[src/hdl/rcdm_pkg.sv]
// shared types and constants of the rc pulse differential drive mixer
package rcdm_pkg;

  // pulse width window and mapping points in microseconds
  localparam int LOW_LIMIT_US  = 900;
  localparam int HIGH_LIMIT_US = 2100;
  localparam int CENTRE_US     = 1500;
  localparam int BOTTOM_US     = 1000;
  localparam int FULL_DUTY     = 255;

  // floor(d * 255 / 500) == (d * RECIP_MULT) >> RECIP_SHIFT for d up to 1000
  localparam int RECIP_MULT  = 534774;
  localparam int RECIP_SHIFT = 20;

  // field widths
  localparam int WIDTH_BITS = 15;
  localparam int DIST_BITS  = 10;
  localparam int DUTY_BITS  = 8;
  localparam int TOUT_BITS  = 16;
  localparam int DZ_BITS    = 8;

  // register reset values
  localparam logic [TOUT_BITS-1:0] TIMEOUT_RESET  = 16'd300;
  localparam logic [DZ_BITS-1:0]   DEADZONE_RESET = 8'd20;

  // configuration register indexes
  typedef enum logic [0:0] {
    REG_TIMEOUT  = 1'b0,
    REG_DEADZONE = 1'b1
  } reg_idx_t;

  // input item kinds
  localparam logic OP_TICK   = 1'b0;
  localparam logic OP_SAMPLE = 1'b1;

  // signed channel command, range -765..305
  typedef logic signed [10:0] cmd_t;

  // one channel after width selection and mapping
  typedef struct packed {
    logic valid;
    cmd_t cmd;
  } chan_t;

  // motor duties, left forward in the lowest bits
  typedef struct packed {
    logic [DUTY_BITS-1:0] right_reverse;
    logic [DUTY_BITS-1:0] right_forward;
    logic [DUTY_BITS-1:0] left_reverse;
    logic [DUTY_BITS-1:0] left_forward;
  } duty_t;

endpackage

[src/hdl/rc_pulse_differential_drive_mixer_core.sv]
// top level of the rc pulse differential drive mixer
//
// channel  dir  handshake              payload
// in_      in   in_tvalid/in_tready    tdata: four captures, tuser: op
// out_     out  out_tvalid/out_tready  tdata: four duties, tuser: failsafe
// cfg_     in   cfg_wr_en              cfg_index, cfg_wdata
//
// one item per cycle: an input register feeds the mapping and mixing logic,
// whose result lands in the output register.
// a tick item advances the millisecond counter and yields no transfer.
// the counter is updated as an item leaves the input register, so order holds.
// rst_n is synchronous; it clears both valid flags, the counter and the config registers.
// a stalled output blocks only samples; ticks still drain the input register.
module rc_pulse_differential_drive_mixer_core #(
  parameter int TIMER_BITS = 16
) (
  input  logic        clk,
  input  logic        rst_n,
  // configuration write port
  input  logic        cfg_wr_en,
  input  logic [0:0]  cfg_index,
  input  logic [15:0] cfg_wdata,
  // input stream
  input  logic        in_tvalid,
  output logic        in_tready,
  // ch1_first[14:0], ch1_second[29:15], ch2_first[44:30], ch2_second[59:45], zero pad
  input  logic [63:0] in_tdata,
  // op[0]
  input  logic        in_tuser,
  // output stream
  output logic        out_tvalid,
  input  logic        out_tready,
  // left_forward[7:0], left_reverse[15:8], right_forward[23:16], right_reverse[31:24]
  output logic [31:0] out_tdata,
  // failsafe[0]
  output logic        out_tuser
);
  import rcdm_pkg::*;

  localparam int CMP_BITS = (TIMER_BITS > TOUT_BITS) ? TIMER_BITS : TOUT_BITS;

  // configuration registers
  logic [TOUT_BITS-1:0] timeout_r;
  logic [DZ_BITS-1:0]   deadzone_r;

  // input register
  logic                  s1_valid_r;
  logic                  s1_op_r;
  logic [WIDTH_BITS-1:0] s1_ch1_first_r;
  logic [WIDTH_BITS-1:0] s1_ch1_second_r;
  logic [WIDTH_BITS-1:0] s1_ch2_first_r;
  logic [WIDTH_BITS-1:0] s1_ch2_second_r;

  // millisecond counter
  logic [TIMER_BITS-1:0] cnt_r;
  logic [TIMER_BITS-1:0] cnt_nxt;

  // output register
  logic  out_valid_r;
  duty_t out_duty_r;
  logic  out_fs_r;

  logic  s1_adv;
  logic  in_xfer;
  chan_t thr_chan;
  chan_t str_chan;
  duty_t duty_c;
  duty_t duty_nxt;
  logic  both_valid;
  logic  over;
  logic  fs_nxt;

  // handshake: ticks never need the output slot
  assign s1_adv    = s1_valid_r && (!s1_op_r || !out_valid_r || out_tready);
  assign in_tready = !s1_valid_r || s1_adv;
  assign in_xfer   = in_tvalid && in_tready;

  // configuration writes
  always_ff @(posedge clk) begin
    if (!rst_n) begin
      timeout_r  <= TIMEOUT_RESET;
      deadzone_r <= DEADZONE_RESET;
    end else if (cfg_wr_en) begin
      unique case (reg_idx_t'(cfg_index))
        REG_TIMEOUT:  timeout_r  <= cfg_wdata[TOUT_BITS-1:0];
        REG_DEADZONE: deadzone_r <= cfg_wdata[DZ_BITS-1:0];
        default: ;
      endcase
    end
  end

  // input register
  always_ff @(posedge clk) begin
    if (!rst_n) begin
      s1_valid_r <= 1'b0;
    end else if (in_xfer) begin
      s1_valid_r <= 1'b1;
    end else if (s1_adv) begin
      s1_valid_r <= 1'b0;
    end
  end

  always_ff @(posedge clk) begin
    if (in_xfer) begin
      s1_op_r         <= in_tuser;
      s1_ch1_first_r  <= in_tdata[14:0];
      s1_ch1_second_r <= in_tdata[29:15];
      s1_ch2_first_r  <= in_tdata[44:30];
      s1_ch2_second_r <= in_tdata[59:45];
    end
  end

  // per channel mapping
  rcdm_chan_cmd u_thr (
    .first    (s1_ch1_first_r),
    .second   (s1_ch1_second_r),
    .deadzone (deadzone_r),
    .chan     (thr_chan)
  );

  rcdm_chan_cmd u_str (
    .first    (s1_ch2_first_r),
    .second   (s1_ch2_second_r),
    .deadzone (deadzone_r),
    .chan     (str_chan)
  );

  rcdm_mix u_mix (
    .thr  (thr_chan.cmd),
    .str  (str_chan.cmd),
    .duty (duty_c)
  );

  // failsafe: a fully valid sample clears the counter before the check
  assign both_valid = thr_chan.valid && str_chan.valid;
  assign over       = CMP_BITS'(cnt_r) > CMP_BITS'(timeout_r);
  assign fs_nxt     = !both_valid && over;
  assign duty_nxt   = fs_nxt ? duty_t'('0) : duty_c;

  // saturating tick counter
  always_comb begin
    cnt_nxt = cnt_r;
    if (s1_adv) begin
      if (s1_op_r == OP_TICK) begin
        if (cnt_r != '1) begin
          cnt_nxt = cnt_r + TIMER_BITS'(1);
        end
      end else if (both_valid) begin
        cnt_nxt = '0;
      end
    end
  end

  always_ff @(posedge clk) begin
    if (!rst_n) begin
      cnt_r <= '0;
    end else begin
      cnt_r <= cnt_nxt;
    end
  end

  // output register
  always_ff @(posedge clk) begin
    if (!rst_n) begin
      out_valid_r <= 1'b0;
    end else if (s1_adv && s1_op_r == OP_SAMPLE) begin
      out_valid_r <= 1'b1;
    end else if (out_tready) begin
      out_valid_r <= 1'b0;
    end
  end

  always_ff @(posedge clk) begin
    if (s1_adv && s1_op_r == OP_SAMPLE) begin
      out_duty_r <= duty_nxt;
      out_fs_r   <= fs_nxt;
    end
  end

  assign out_tvalid = out_valid_r;
  assign out_tdata  = out_duty_r;
  assign out_tuser  = out_fs_r;

  // failsafe results carry no drive
  a_fs_zero: assert property (@(posedge clk) disable iff (!rst_n)
    out_tvalid && out_tuser |-> out_tdata == 32'd0)
    else $error("failsafe result with nonzero duty");

  // a side never drives forward and reverse together
  a_one_dir: assert property (@(posedge clk) disable iff (!rst_n)
    out_tvalid |-> (out_tdata[7:0] == 8'd0 || out_tdata[15:8] == 8'd0)
                && (out_tdata[23:16] == 8'd0 || out_tdata[31:24] == 8'd0))
    else $error("both directions driven on one side");

  // a tick below saturation bumps the counter by one
  a_tick_inc: assert property (@(posedge clk) disable iff (!rst_n)
    s1_adv && s1_op_r == OP_TICK && cnt_r != '1
      |=> cnt_r == TIMER_BITS'($past(cnt_r) + TIMER_BITS'(1)))
    else $error("tick did not advance the counter");

  // a sample leaving the input register always shows up at the output
  a_sample_out: assert property (@(posedge clk) disable iff (!rst_n)
    s1_adv && s1_op_r == OP_SAMPLE |=> out_tvalid)
    else $error("sample result lost");

endmodule

[src/hdl/rcdm_chan_cmd.sv]
// width selection, linear mapping and deadzone for one rc channel
module rcdm_chan_cmd (
  input  logic [rcdm_pkg::WIDTH_BITS-1:0] first,
  input  logic [rcdm_pkg::WIDTH_BITS-1:0] second,
  input  logic [rcdm_pkg::DZ_BITS-1:0]    deadzone,
  output rcdm_pkg::chan_t                 chan
);
  import rcdm_pkg::*;

  localparam logic [WIDTH_BITS-1:0] W_LOW    = WIDTH_BITS'(LOW_LIMIT_US);
  localparam logic [WIDTH_BITS-1:0] W_HIGH   = WIDTH_BITS'(HIGH_LIMIT_US);
  localparam logic [WIDTH_BITS-1:0] W_CENTRE = WIDTH_BITS'(CENTRE_US);
  localparam logic [WIDTH_BITS-1:0] W_BOTTOM = WIDTH_BITS'(BOTTOM_US);
  localparam int PROD_BITS = DIST_BITS + RECIP_SHIFT;
  localparam cmd_t CMD_FULL = 11'(FULL_DUTY);

  logic [WIDTH_BITS-1:0] w;
  logic [DIST_BITS-1:0]  delta;
  logic [PROD_BITS-1:0]  prod;
  logic [DIST_BITS-1:0]  q;
  cmd_t                  q_s;
  cmd_t                  raw;
  cmd_t                  neg_raw;
  logic [DIST_BITS-1:0]  mag;

  // first capture inside the window wins, zero if neither is
  always_comb begin
    if (first > W_LOW && first < W_HIGH) begin
      w = first;
    end else if (second > W_LOW && second < W_HIGH) begin
      w = second;
    end else begin
      w = '0;
    end
  end

  // distance from the mapping origin, never negative
  always_comb begin
    if (w > W_CENTRE) begin
      delta = DIST_BITS'(w - W_CENTRE);
    end else if (w >= W_BOTTOM) begin
      delta = DIST_BITS'(w - W_BOTTOM);
    end else begin
      delta = DIST_BITS'(W_BOTTOM - w);
    end
  end

  // scale by 255/500 through a reciprocal multiply
  assign prod = PROD_BITS'(delta) * PROD_BITS'(RECIP_MULT);
  assign q    = prod[RECIP_SHIFT +: DIST_BITS];
  assign q_s  = cmd_t'({1'b0, q});

  // signed command around the centre; the scaled distance truncates toward zero
  always_comb begin
    if (w > W_CENTRE) begin
      raw = q_s;
    end else if (w == W_CENTRE) begin
      raw = '0;
    end else if (w >= W_BOTTOM) begin
      raw = q_s - CMD_FULL;
    end else begin
      raw = -q_s - CMD_FULL;
    end
  end

  // deadzone on the magnitude
  assign neg_raw = -raw;
  assign mag     = raw[10] ? neg_raw[DIST_BITS-1:0] : raw[DIST_BITS-1:0];

  assign chan.valid = (w != '0);
  assign chan.cmd   = (mag < {2'b00, deadzone}) ? cmd_t'(0) : raw;

endmodule

[src/hdl/rcdm_mix.sv]
// arcade mixing, clamping and forward/reverse split
module rcdm_mix (
  input  rcdm_pkg::cmd_t  thr,
  input  rcdm_pkg::cmd_t  str,
  output rcdm_pkg::duty_t duty
);
  import rcdm_pkg::*;

  localparam logic signed [11:0] SUM_FULL = 12'(FULL_DUTY);

  logic signed [11:0] left_sum;
  logic signed [11:0] right_sum;

  // clamp to the full duty range and split by sign
  function automatic logic [2*DUTY_BITS-1:0] split(input logic signed [11:0] v);
    logic signed [11:0] c;
    logic signed [11:0] n;
    logic [DUTY_BITS-1:0] fwd;
    logic [DUTY_BITS-1:0] rev;
    if (v > SUM_FULL) begin
      c = SUM_FULL;
    end else if (v < -SUM_FULL) begin
      c = -SUM_FULL;
    end else begin
      c = v;
    end
    n   = -c;
    fwd = (c > 12'sd0) ? c[DUTY_BITS-1:0] : '0;
    rev = (c < 12'sd0) ? n[DUTY_BITS-1:0] : '0;
    return {rev, fwd};
  endfunction

  // left is throttle plus steering, right is throttle minus steering
  assign left_sum  = {thr[10], thr} + {str[10], str};
  assign right_sum = {thr[10], thr} - {str[10], str};

  assign {duty.left_reverse, duty.left_forward}   = split(left_sum);
  assign {duty.right_reverse, duty.right_forward} = split(right_sum);

endmodule

[config.mk]
export PLATFORM = sky130hd
export DESIGN_NAME = rc_pulse_differential_drive_mixer_core
export DESIGN_NICKNAME = d
export VERILOG_FILES = /design/src/hdl/rcdm_pkg.sv /design/src/hdl/rc_pulse_differential_drive_mixer_core.sv /design/src/hdl/rcdm_chan_cmd.sv /design/src/hdl/rcdm_mix.sv
export SDC_FILE = /design/constraint.sdc
export NUM_CORES = 1
export LEC_CHECK = 0
export BUFFER_PORTS_ARGS = -buffer_cell sky130_fd_sc_hd__buf_4
export CAP_MARGIN = 15
export CELL_PAD_IN_SITES_DETAIL_PLACEMENT = 1
export CELL_PAD_IN_SITES_GLOBAL_PLACEMENT = 1
export CORE_MARGIN = 10
export CORE_UTILIZATION = 48
export CTS_CLUSTER_SIZE = 16
export DETAILED_ROUTE_END_ITERATION = 12
export GPL_ROUTABILITY_DRIVEN = 0
export PLACE_DENSITY_LB_ADDON = 0.1
export SLEW_MARGIN = 25
export SYNTH_ARGS = -nofsm -noshare
export SYNTH_HDL_FRONTEND = slang
export SYNTH_SLANG_ARGS = --single-unit
[constraint.sdc]
create_clock -name clk -period 18.24 [get_ports clk]
set_input_delay 2.736 -clock clk [delete_from_list [all_inputs] [get_ports clk]]
set_output_delay 2.736 -clock clk [all_outputs]
set_load 0.01 [all_outputs]
==> key figures, run 1 <==
Floorplanning
  • Core area: 33,600 sq um
  • Number of ports placed on the die boundary: 122
  • Die width: 205 um
  • Die Outline Area: 42,000 sq um
  • Initial standard-cell utilization of the core: 48.8%
  • Vertical extent of the die: 205 um
  • Number of rows created at floorplan: 67

Placement
  • HPWL after detailed placement: 38,900 um
  • Pre-CTS worst setup slack: 0.694 ns
  • Count of input and output buffers: 117

GRT
  • Via count of the first global-routing pass: 15,100
  • Pin count of the biggest net entering global routing: 62
  • Antenna violations before repair: 0
  • Leftover overflow at the end of global routing: 0
  • Global-route wire length before repair: 77,300 um
  • GRT Util Overall: 22.5%

Yosys
  • Syn avg cell area: 8.87 sq um
  • Share of Yosys cell area claimed by the top area cell type: 17.9%
  • Most area-consuming cells after synthesis: sky130_fd_sc_hd__ha_1 18%, sky130_fd_sc_hd__edfxtp_1 17%, sky130_fd_sc_hd__fa_1 8.8%
  • Cell area after technology mapping: 16,400 sq um
  • Share of the yosys chip area belonging to registers: 22.3%
  • Share of flip-flops with an asynchronous set or reset: 0%
  • Dominant register cell in the synthesized netlist: sky130_fd_sc_hd__edfxtp_1
  • Count of yosys warnings during synthesis: 0
  • Register bit total from synthesis: 136
  • Biggest area consumer among synthesized cells: sky130_fd_sc_hd__ha_1
  • Gate Count Post-Synth: 1,850
  • Net count of the mapped netlist: 2,244
  • Count of distinct cell types in the synthesized netlist: 106
  • Post-synth EDFFs: 94

Critical path
  • Maximum fanout count along the critical path: 12
  • Startpoint type of the worst setup path: flop
  • Worst-case reg-to-reg path depth: 67
  • Critical Path Max Stage Delay: 0.65 ns
  • Critical path endpoint category: flop
  • Type of the worst setup path: flop to flop
  • Worst reg2reg path endpoint: out_tdata[4]
  • Required time of the worst setup path: 18.43 ns
  • Slowest-stage cell, CP: sky130_fd_sc_hd__or4_1
  • Worst setup slack for register-to-register paths: 0.97 ns
  • Arrival time worst endpoint: 17.46 ns
  • Worst reg2reg path startpoint: s1_ch2_first_r[10]

Clocking
  • Hold-fix buffers at CTS: 0
  • Clock Pin Slew Worst Setup and Hold Paths: 0.06 ns
  • Cell at the root of the clock tree: sky130_fd_sc_hd__clkbuf_16
  • Num Clock Sinks: 136
  • TritonCTS clock tree: built
  • Post-CTS setup buffers: 0
  • Number of H-tree levels: 4
  • Number of buffers on the longest clock path: 2
  • Cts bufs inserted: 17
  • Number of gates resized after CTS: 0
  • Clock latency on the worst-skew pair: 0.45 ns

STA
  • Final hold violation count: 0
  • Skew final: 0.0175 ns
  • Final worst-path cycle share: 94.7%
  • Remaining max-slew budget at the tightest pin: 43.7%
  • Peak Freq: 0.0579 GHz
  • Worst setup slack after layout: 0.972 ns
  • Min Clock Period, post-route: 17.27 ns
  • Pins over their slew limit: 0
  • Measured slew at the worst slew-check pin: 0.845 ns
  • Setup violators final: 0

Routing
  • Via density per instance: 5.95
  • Antenna-violating nets left: 0
  • Average detailed-routed wire length per instance: 19.5 um
  • Routed Wire Length: 47,600 um
  • Initial DRC Count: 663
  • DR vias: 14,500
  • DRC violations left: 0
  • Length of the first detailed-routing pass in iterations: 5

Finish
  • Commonest non-fill, non-tap cells in the layout: 235 x sky130_fd_sc_hd__ha_1, 210 x sky130_fd_sc_hd__inv_1, 154 x sky130_fd_sc_hd__buf_4
  • Fin nets: 2,373
  • Final-layout fill cell count: 3,976
  • Layout Area Growth over Synthesis: 13.4%
  • N_diodes: 0
  • Share of layout cells above drive strength 1: 14.0%
  • Most common library cell in the layout ignoring fill and taps: sky130_fd_sc_hd__ha_1
  • Area used by sequential logic in the layout: 3660 sq um
  • Multi-input combinational cell area: 11,900 sq um

Min path
  • Worst min path class: flop to flop
  • Hold worst-path end: timeout_r[1]
  • Cells on Worst Hold Path: 2
  • Source of the worst hold timing path: timeout_r[1]

Run
  • Max cap viols: 0

Run status
  • Run status: finished, final reports clean
==> through the flow <==
stage	area, sq um	hold slack, ns	TNS (ns)	util (%)	cells
floorplan	16400	0.443	0	-	1850
global placement	17900	0.452	0	53.3	2407
detailed placement	17900	0.464	0	53.3	2407
CTS	18500	0.472	0	54.9	2439
global route	18600	0.505	-0.231	55.3	2440
finish	18600	0.466	0	55.3	2440
==> cells by family (layout without fill, tap and decap cells) <==
family | after synthesis | in the layout | synth area share (%)
AOI/OAI and AO/OA | 477 | 478 | 21.2
xor gates and xnor gates | 86 | 86 | 4.72
adders and majority gates | 308 | 308 | 26.8
buffers and inverters | 256 | 397 | 6.29
DFF | 136 | 136 | 22.3
muxes | 20 | 20 | 1.27
and+or+nand+nor | 567 | 567 | 17.4
==> synth_stat cells, drive strengths merged, types with 14 or more instances <==
cell and instances:
clkbuf 31, and3 28, nor2 119, nand2 155, a31oi 19, xor2 33, a21oi 85, a21boi 29
or3 15, edfxtp 94, mux2i 14, nor4 18, a211oi 25, nand4 31, o211ai 21, and2 26
o21ai 86, xnor2 52, dfxtp 42, nand3 45, fa 72, a21o 44, buf 14, ha 235
o21a 25, inv 211, nor2b 22, nor3 48
==> critical path: cells and delay by family (launching register included) <==
kind	cells	cell delay (ns)
compound gates	36	8.68
fa+ha+maj	12	4.51
simple gates	8	1.91
buf+inv	9	1.04
flops	1	0.54
xor+xnor	2	0.32
==> sequential cells by signal, indices dropped and copies added, names as in the netlist <==
register and cells:
deadzone_r 8, s1_op_r 1, s1_ch2_second_r 15, cnt_r 16, out_tvalid 1, s1_ch2_first_r 15, s1_ch1_second_r 15, s1_ch1_first_r 15
timeout_r 16, out_tuser 1, s1_valid_r 1, out_tdata 32
==> final cells by class <==
cell class,instances,share of cell area [%]
clock buffer,18,2.36
clock inverter,14,0.652
inverter,211,4.26
multi-input combinational,1459,63.8
sequential,136,19.7
tap,448,3.01
timing repair buffer,154,6.21
==> how the worst max path moves through the flow <==
| stage | start | to | cells past startpoint | slack [ns] |
|---|---|---|---|---|
| 6_report | s1_ch2_first_r[10] | out_tdata[4] | 67 | 0.97 |
| 5_1_grt | s1_ch2_first_r[10] | out_tdata[4] | 67 | -0.05 |
| 4_1_cts | s1_ch2_first_r[10] | out_tdata[4] | 65 | 0.55 |
| 3_5_place_dp | s1_ch2_first_r[10] | out_tdata[4] | 66 | 0.69 |
| 3_3_place_gp | s1_ch2_first_r[10] | out_tdata[4] | 65 | 1.10 |
| 2_1_floorplan | s1_ch2_first_r[10] | out_tdata[4] | 65 | 2.35 |
==> routing by layer <==
layer	up-vias	share of wire, %	GRT usage, %
li1	6999	-	-
met1	7115	44	28.6
met2	330	49	38.2
met3	70	4.2	3.47
met4	0	2.5	7.40
met5	-	0	0
Power of run 1 is not shown: default switching activity piles up to over one toggle a cycle in this logic, so the estimate is an artifact.
==> run 2: changes to the inputs <==
--- a/config.mk
+++ b/config.mk
@@ -6,7 +6,7 @@
 export NUM_CORES = 1
 export LEC_CHECK = 0
 export BUFFER_PORTS_ARGS = -buffer_cell sky130_fd_sc_hd__buf_4
-export CAP_MARGIN = 15
+export CAP_MARGIN = 25
 export CELL_PAD_IN_SITES_DETAIL_PLACEMENT = 1
 export CELL_PAD_IN_SITES_GLOBAL_PLACEMENT = 1
 export CORE_MARGIN = 10
@@ -14,6 +14,7 @@
 export CTS_CLUSTER_SIZE = 16
 export DETAILED_ROUTE_END_ITERATION = 12
 export GPL_ROUTABILITY_DRIVEN = 0
+export GPL_TIMING_DRIVEN = 0
 export PLACE_DENSITY_LB_ADDON = 0.1
 export SLEW_MARGIN = 25
 export SYNTH_ARGS = -nofsm -noshare
==> run 2 against run 1 <==
Against the previous run: non-clock buffer count grew 30; routed wire length up 4.3%; hold slack improved by 0.0020 ns; utilization rose by 1.5 points; clock skew fell by 0.0029 ns; die area unchanged; via count grew 1.0%; register-to-register slack worse by 0.13 ns; clock-buffer cell count is the same; critical path depth up 2; sequential cell count did not move; cell count up 1.2%; largest cell class unchanged.
==> key figures, run 2 (synthesized netlist as in run 1, its figures left out) <==
Critical path
  • Maximum fanout count along the critical path: 10 (-2)
  • Required time of the worst setup path: 18.44 ns (about the same)
  • Arrival time worst endpoint: 17.59 ns (+0.13 ns)
  • Type of the worst setup path: flop to flop
  • Slowest-stage cell, CP: sky130_fd_sc_hd__or4_1
  • Critical path endpoint category: flop
  • Most used cell, CP: sky130_fd_sc_hd__ha_1
  • Critical Path Max Stage Delay: 0.55 ns (-0.10 ns)
  • Startpoint type of the worst setup path: flop

STA
  • Final worst-path cycle share: 95.4% (+0.69 points)
  • Setup violators final: 0 (unchanged)
  • Setup repair after global routing missed its margin: true
  • Measured slew at the worst slew-check pin: 1.05 ns (+0.205 ns)
  • Min Clock Period, post-route: 17.39 ns (+0.126 ns)
  • WHS: 0.468 ns (+0.00196 ns)
  • Remaining max-slew budget at the tightest pin: 29.5% (-14 points)
  • Final hold violation count: 0 (unchanged)
  • Peak Freq: 0.0575 GHz (-0.73%)
  • Worst setup slack after layout: 0.846 ns (-0.126 ns)
  • Skew final: 0.0146 ns (-0.00291 ns)
  • Pins over their slew limit: 0 (unchanged)

Floorplanning
  • Number of rows created at floorplan: 67 (unchanged)
  • Vertical extent of the die: 205 um (unchanged)
  • Die width: 205 um (unchanged)
  • Initial standard-cell utilization of the core: 48.8% (unchanged)
  • Core area: 33,600 sq um (unchanged)
  • Number of ports placed on the die boundary: 122 (unchanged)
  • Die Outline Area: 42,000 sq um (unchanged)

Finish
  • Commonest non-fill, non-tap cells in the layout: 235 x sky130_fd_sc_hd__ha_1, 209 x sky130_fd_sc_hd__inv_1, 153 x sky130_fd_sc_hd__nand2_1
  • Layout Area Growth over Synthesis: 16.4%
  • Multi-input combinational cell area: 12,100 sq um (+1.9%)
  • N_diodes: 0 (unchanged)
  • Most common library cell in the layout ignoring fill and taps: sky130_fd_sc_hd__ha_1
  • Max reg flops: 32 (unchanged)
  • Final-layout fill cell count: 3,932 (-1.1%)
  • Fin nets: 2,402 (+1.2%)
  • Share of layout cells above drive strength 1: 15.5% (+1.5 points)
  • Area used by sequential logic in the layout: 3660 sq um (unchanged)

GRT
  • GRT Util Overall: 23.4% (+0.96 points)
  • Antenna violations before repair: 0 (unchanged)
  • Global-route wire length before repair: 80,200 um (+3.7%)
  • Pin count of the biggest net entering global routing: 32 (-48%)
  • Leftover overflow at the end of global routing: 0 (unchanged)
  • Via count of the first global-routing pass: 15,500 (+2.9%)

Placement
  • Pre-CTS worst setup slack: -0.668 ns (-1.36 ns)
  • HPWL after detailed placement: 40,200 um (+3.3%)
  • Count of input and output buffers: 116 (-0.85%)

Routing
  • Length of the first detailed-routing pass in iterations: 5 (unchanged)
  • Met3 layer wire length in the routed design: 2000 um (-0.70%)
  • Antenna-violating nets left: 0 (unchanged)
  • Post-route met1 wirelength: 21,800 um (+3.6%)
  • Top metal layer carrying routed signals: met4
  • Average detailed-routed wire length per instance: 20.1 um (+3.1%)
  • Initial DRC Count: 825 (+24%)
  • Via density per instance: 5.94 (-0.15%)
  • Routed wl met2: 24,500 um (+5.5%)
  • DR vias: 14,700 (+1.0%)
  • DRC violations left: 0 (unchanged)
  • Routed Wire Length: 49,600 um (+4.3%)

Clocking
  • Number of H-tree levels: 4 (unchanged)
  • Cell at the root of the clock tree: sky130_fd_sc_hd__clkbuf_16
  • Clock latency on the worst-skew pair: 0.45 ns (about the same)
  • Hold-fix buffers at CTS: 0 (unchanged)
  • TritonCTS clock tree: built
  • Num Clock Sinks: 136 (unchanged)
  • Number of buffers on the longest clock path: 2 (unchanged)
  • Cts bufs inserted: 17 (unchanged)
  • Clock Pin Slew Worst Setup and Hold Paths: 0.06 ns (about the same)

Min path
  • Worst min path class: flop to flop

Run status
  • Run status: finished, final reports clean

Run
  • Max cap viols: 0 (unchanged)
run 2: cell count changes in the layout (fill, tap and decap cells not counted), moves of 4 or more:
| cell | delta |
|---|---|
| sky130_fd_sc_hd__buf_2 | +4 |
| sky130_fd_sc_hd__buf_4 | -12 |
| sky130_fd_sc_hd__buf_6 | +5 |
| sky130_fd_sc_hd__clkbuf_1 | +24 |
| sky130_fd_sc_hd__clkbuf_2 | +5 |
| sky130_fd_sc_hd__clkinv_2 | -4 |
| sky130_fd_sc_hd__xnor2_1 | -6 |
| sky130_fd_sc_hd__xnor2_2 | +5 |
run 2: repair_timing:
action                                  in CTS  in global routing
endpoints found under the setup margin      18                 32
gates resized for setup                     16                 62
buffers inserted                             0                 21
hold endpoints to repair                     0                  0
pin swaps                                    0                  8
run 2: worst paths after layout:
path	endpoint	slack [ns]	cells after the start	start
setup / recovery	out_tdata[4]	0.85	69	s1_ch1_first_r[6]
setup reg to reg	out_tdata[4]	0.85	69	s1_ch1_first_r[6]
hold reg to reg	timeout_r[9]	0.47	2	timeout_r[9]
hold / removal	timeout_r[9]	0.47	2	timeout_r[9]
run 2: critical path: cells and delay by family, from the launching register on:
kind	cells	cell delay, ns
AO/OA/AOI/OAI	34	7.63
adder cells (fa/ha/maj)	13	4.57
AND/OR/NAND/NOR	9	2.10
buffers and inverters	10	1.66
XOR/XNOR	3	0.72
flip-flops	1	0.46
run 2: final cells by class:
type,instances,area share (%)
tap,448,2.93
timing repair buffer,141,5.92
buffer,43,1.25
clock buffer,18,2.25
clock inverter,14,1.02
inverter,211,4.14
sequential,136,19.2
multi-input combinational,1458,63.3
run 2: through the flow:
step	cell area, sq um	utilization, %	std cells	setup TNS [ns]
detailed placement	18000	53.5	2418	-6.92
floorplan	16400	-	1850	0
CTS	18700	55.6	2450	0
global placement	17800	53.1	2414	-1.30
global route	19100	56.8	2469	-0.588
finish	19100	56.8	2469	0
run 2: per-layer routing:
metal,vias to the layer above,track usage [%]
met2,325,40.9
met5,-,0
met3,69,3.65
li1,7052,-
met1,7219,29.2
met4,0,6.80
Power of run 2 is left out for the same reason.
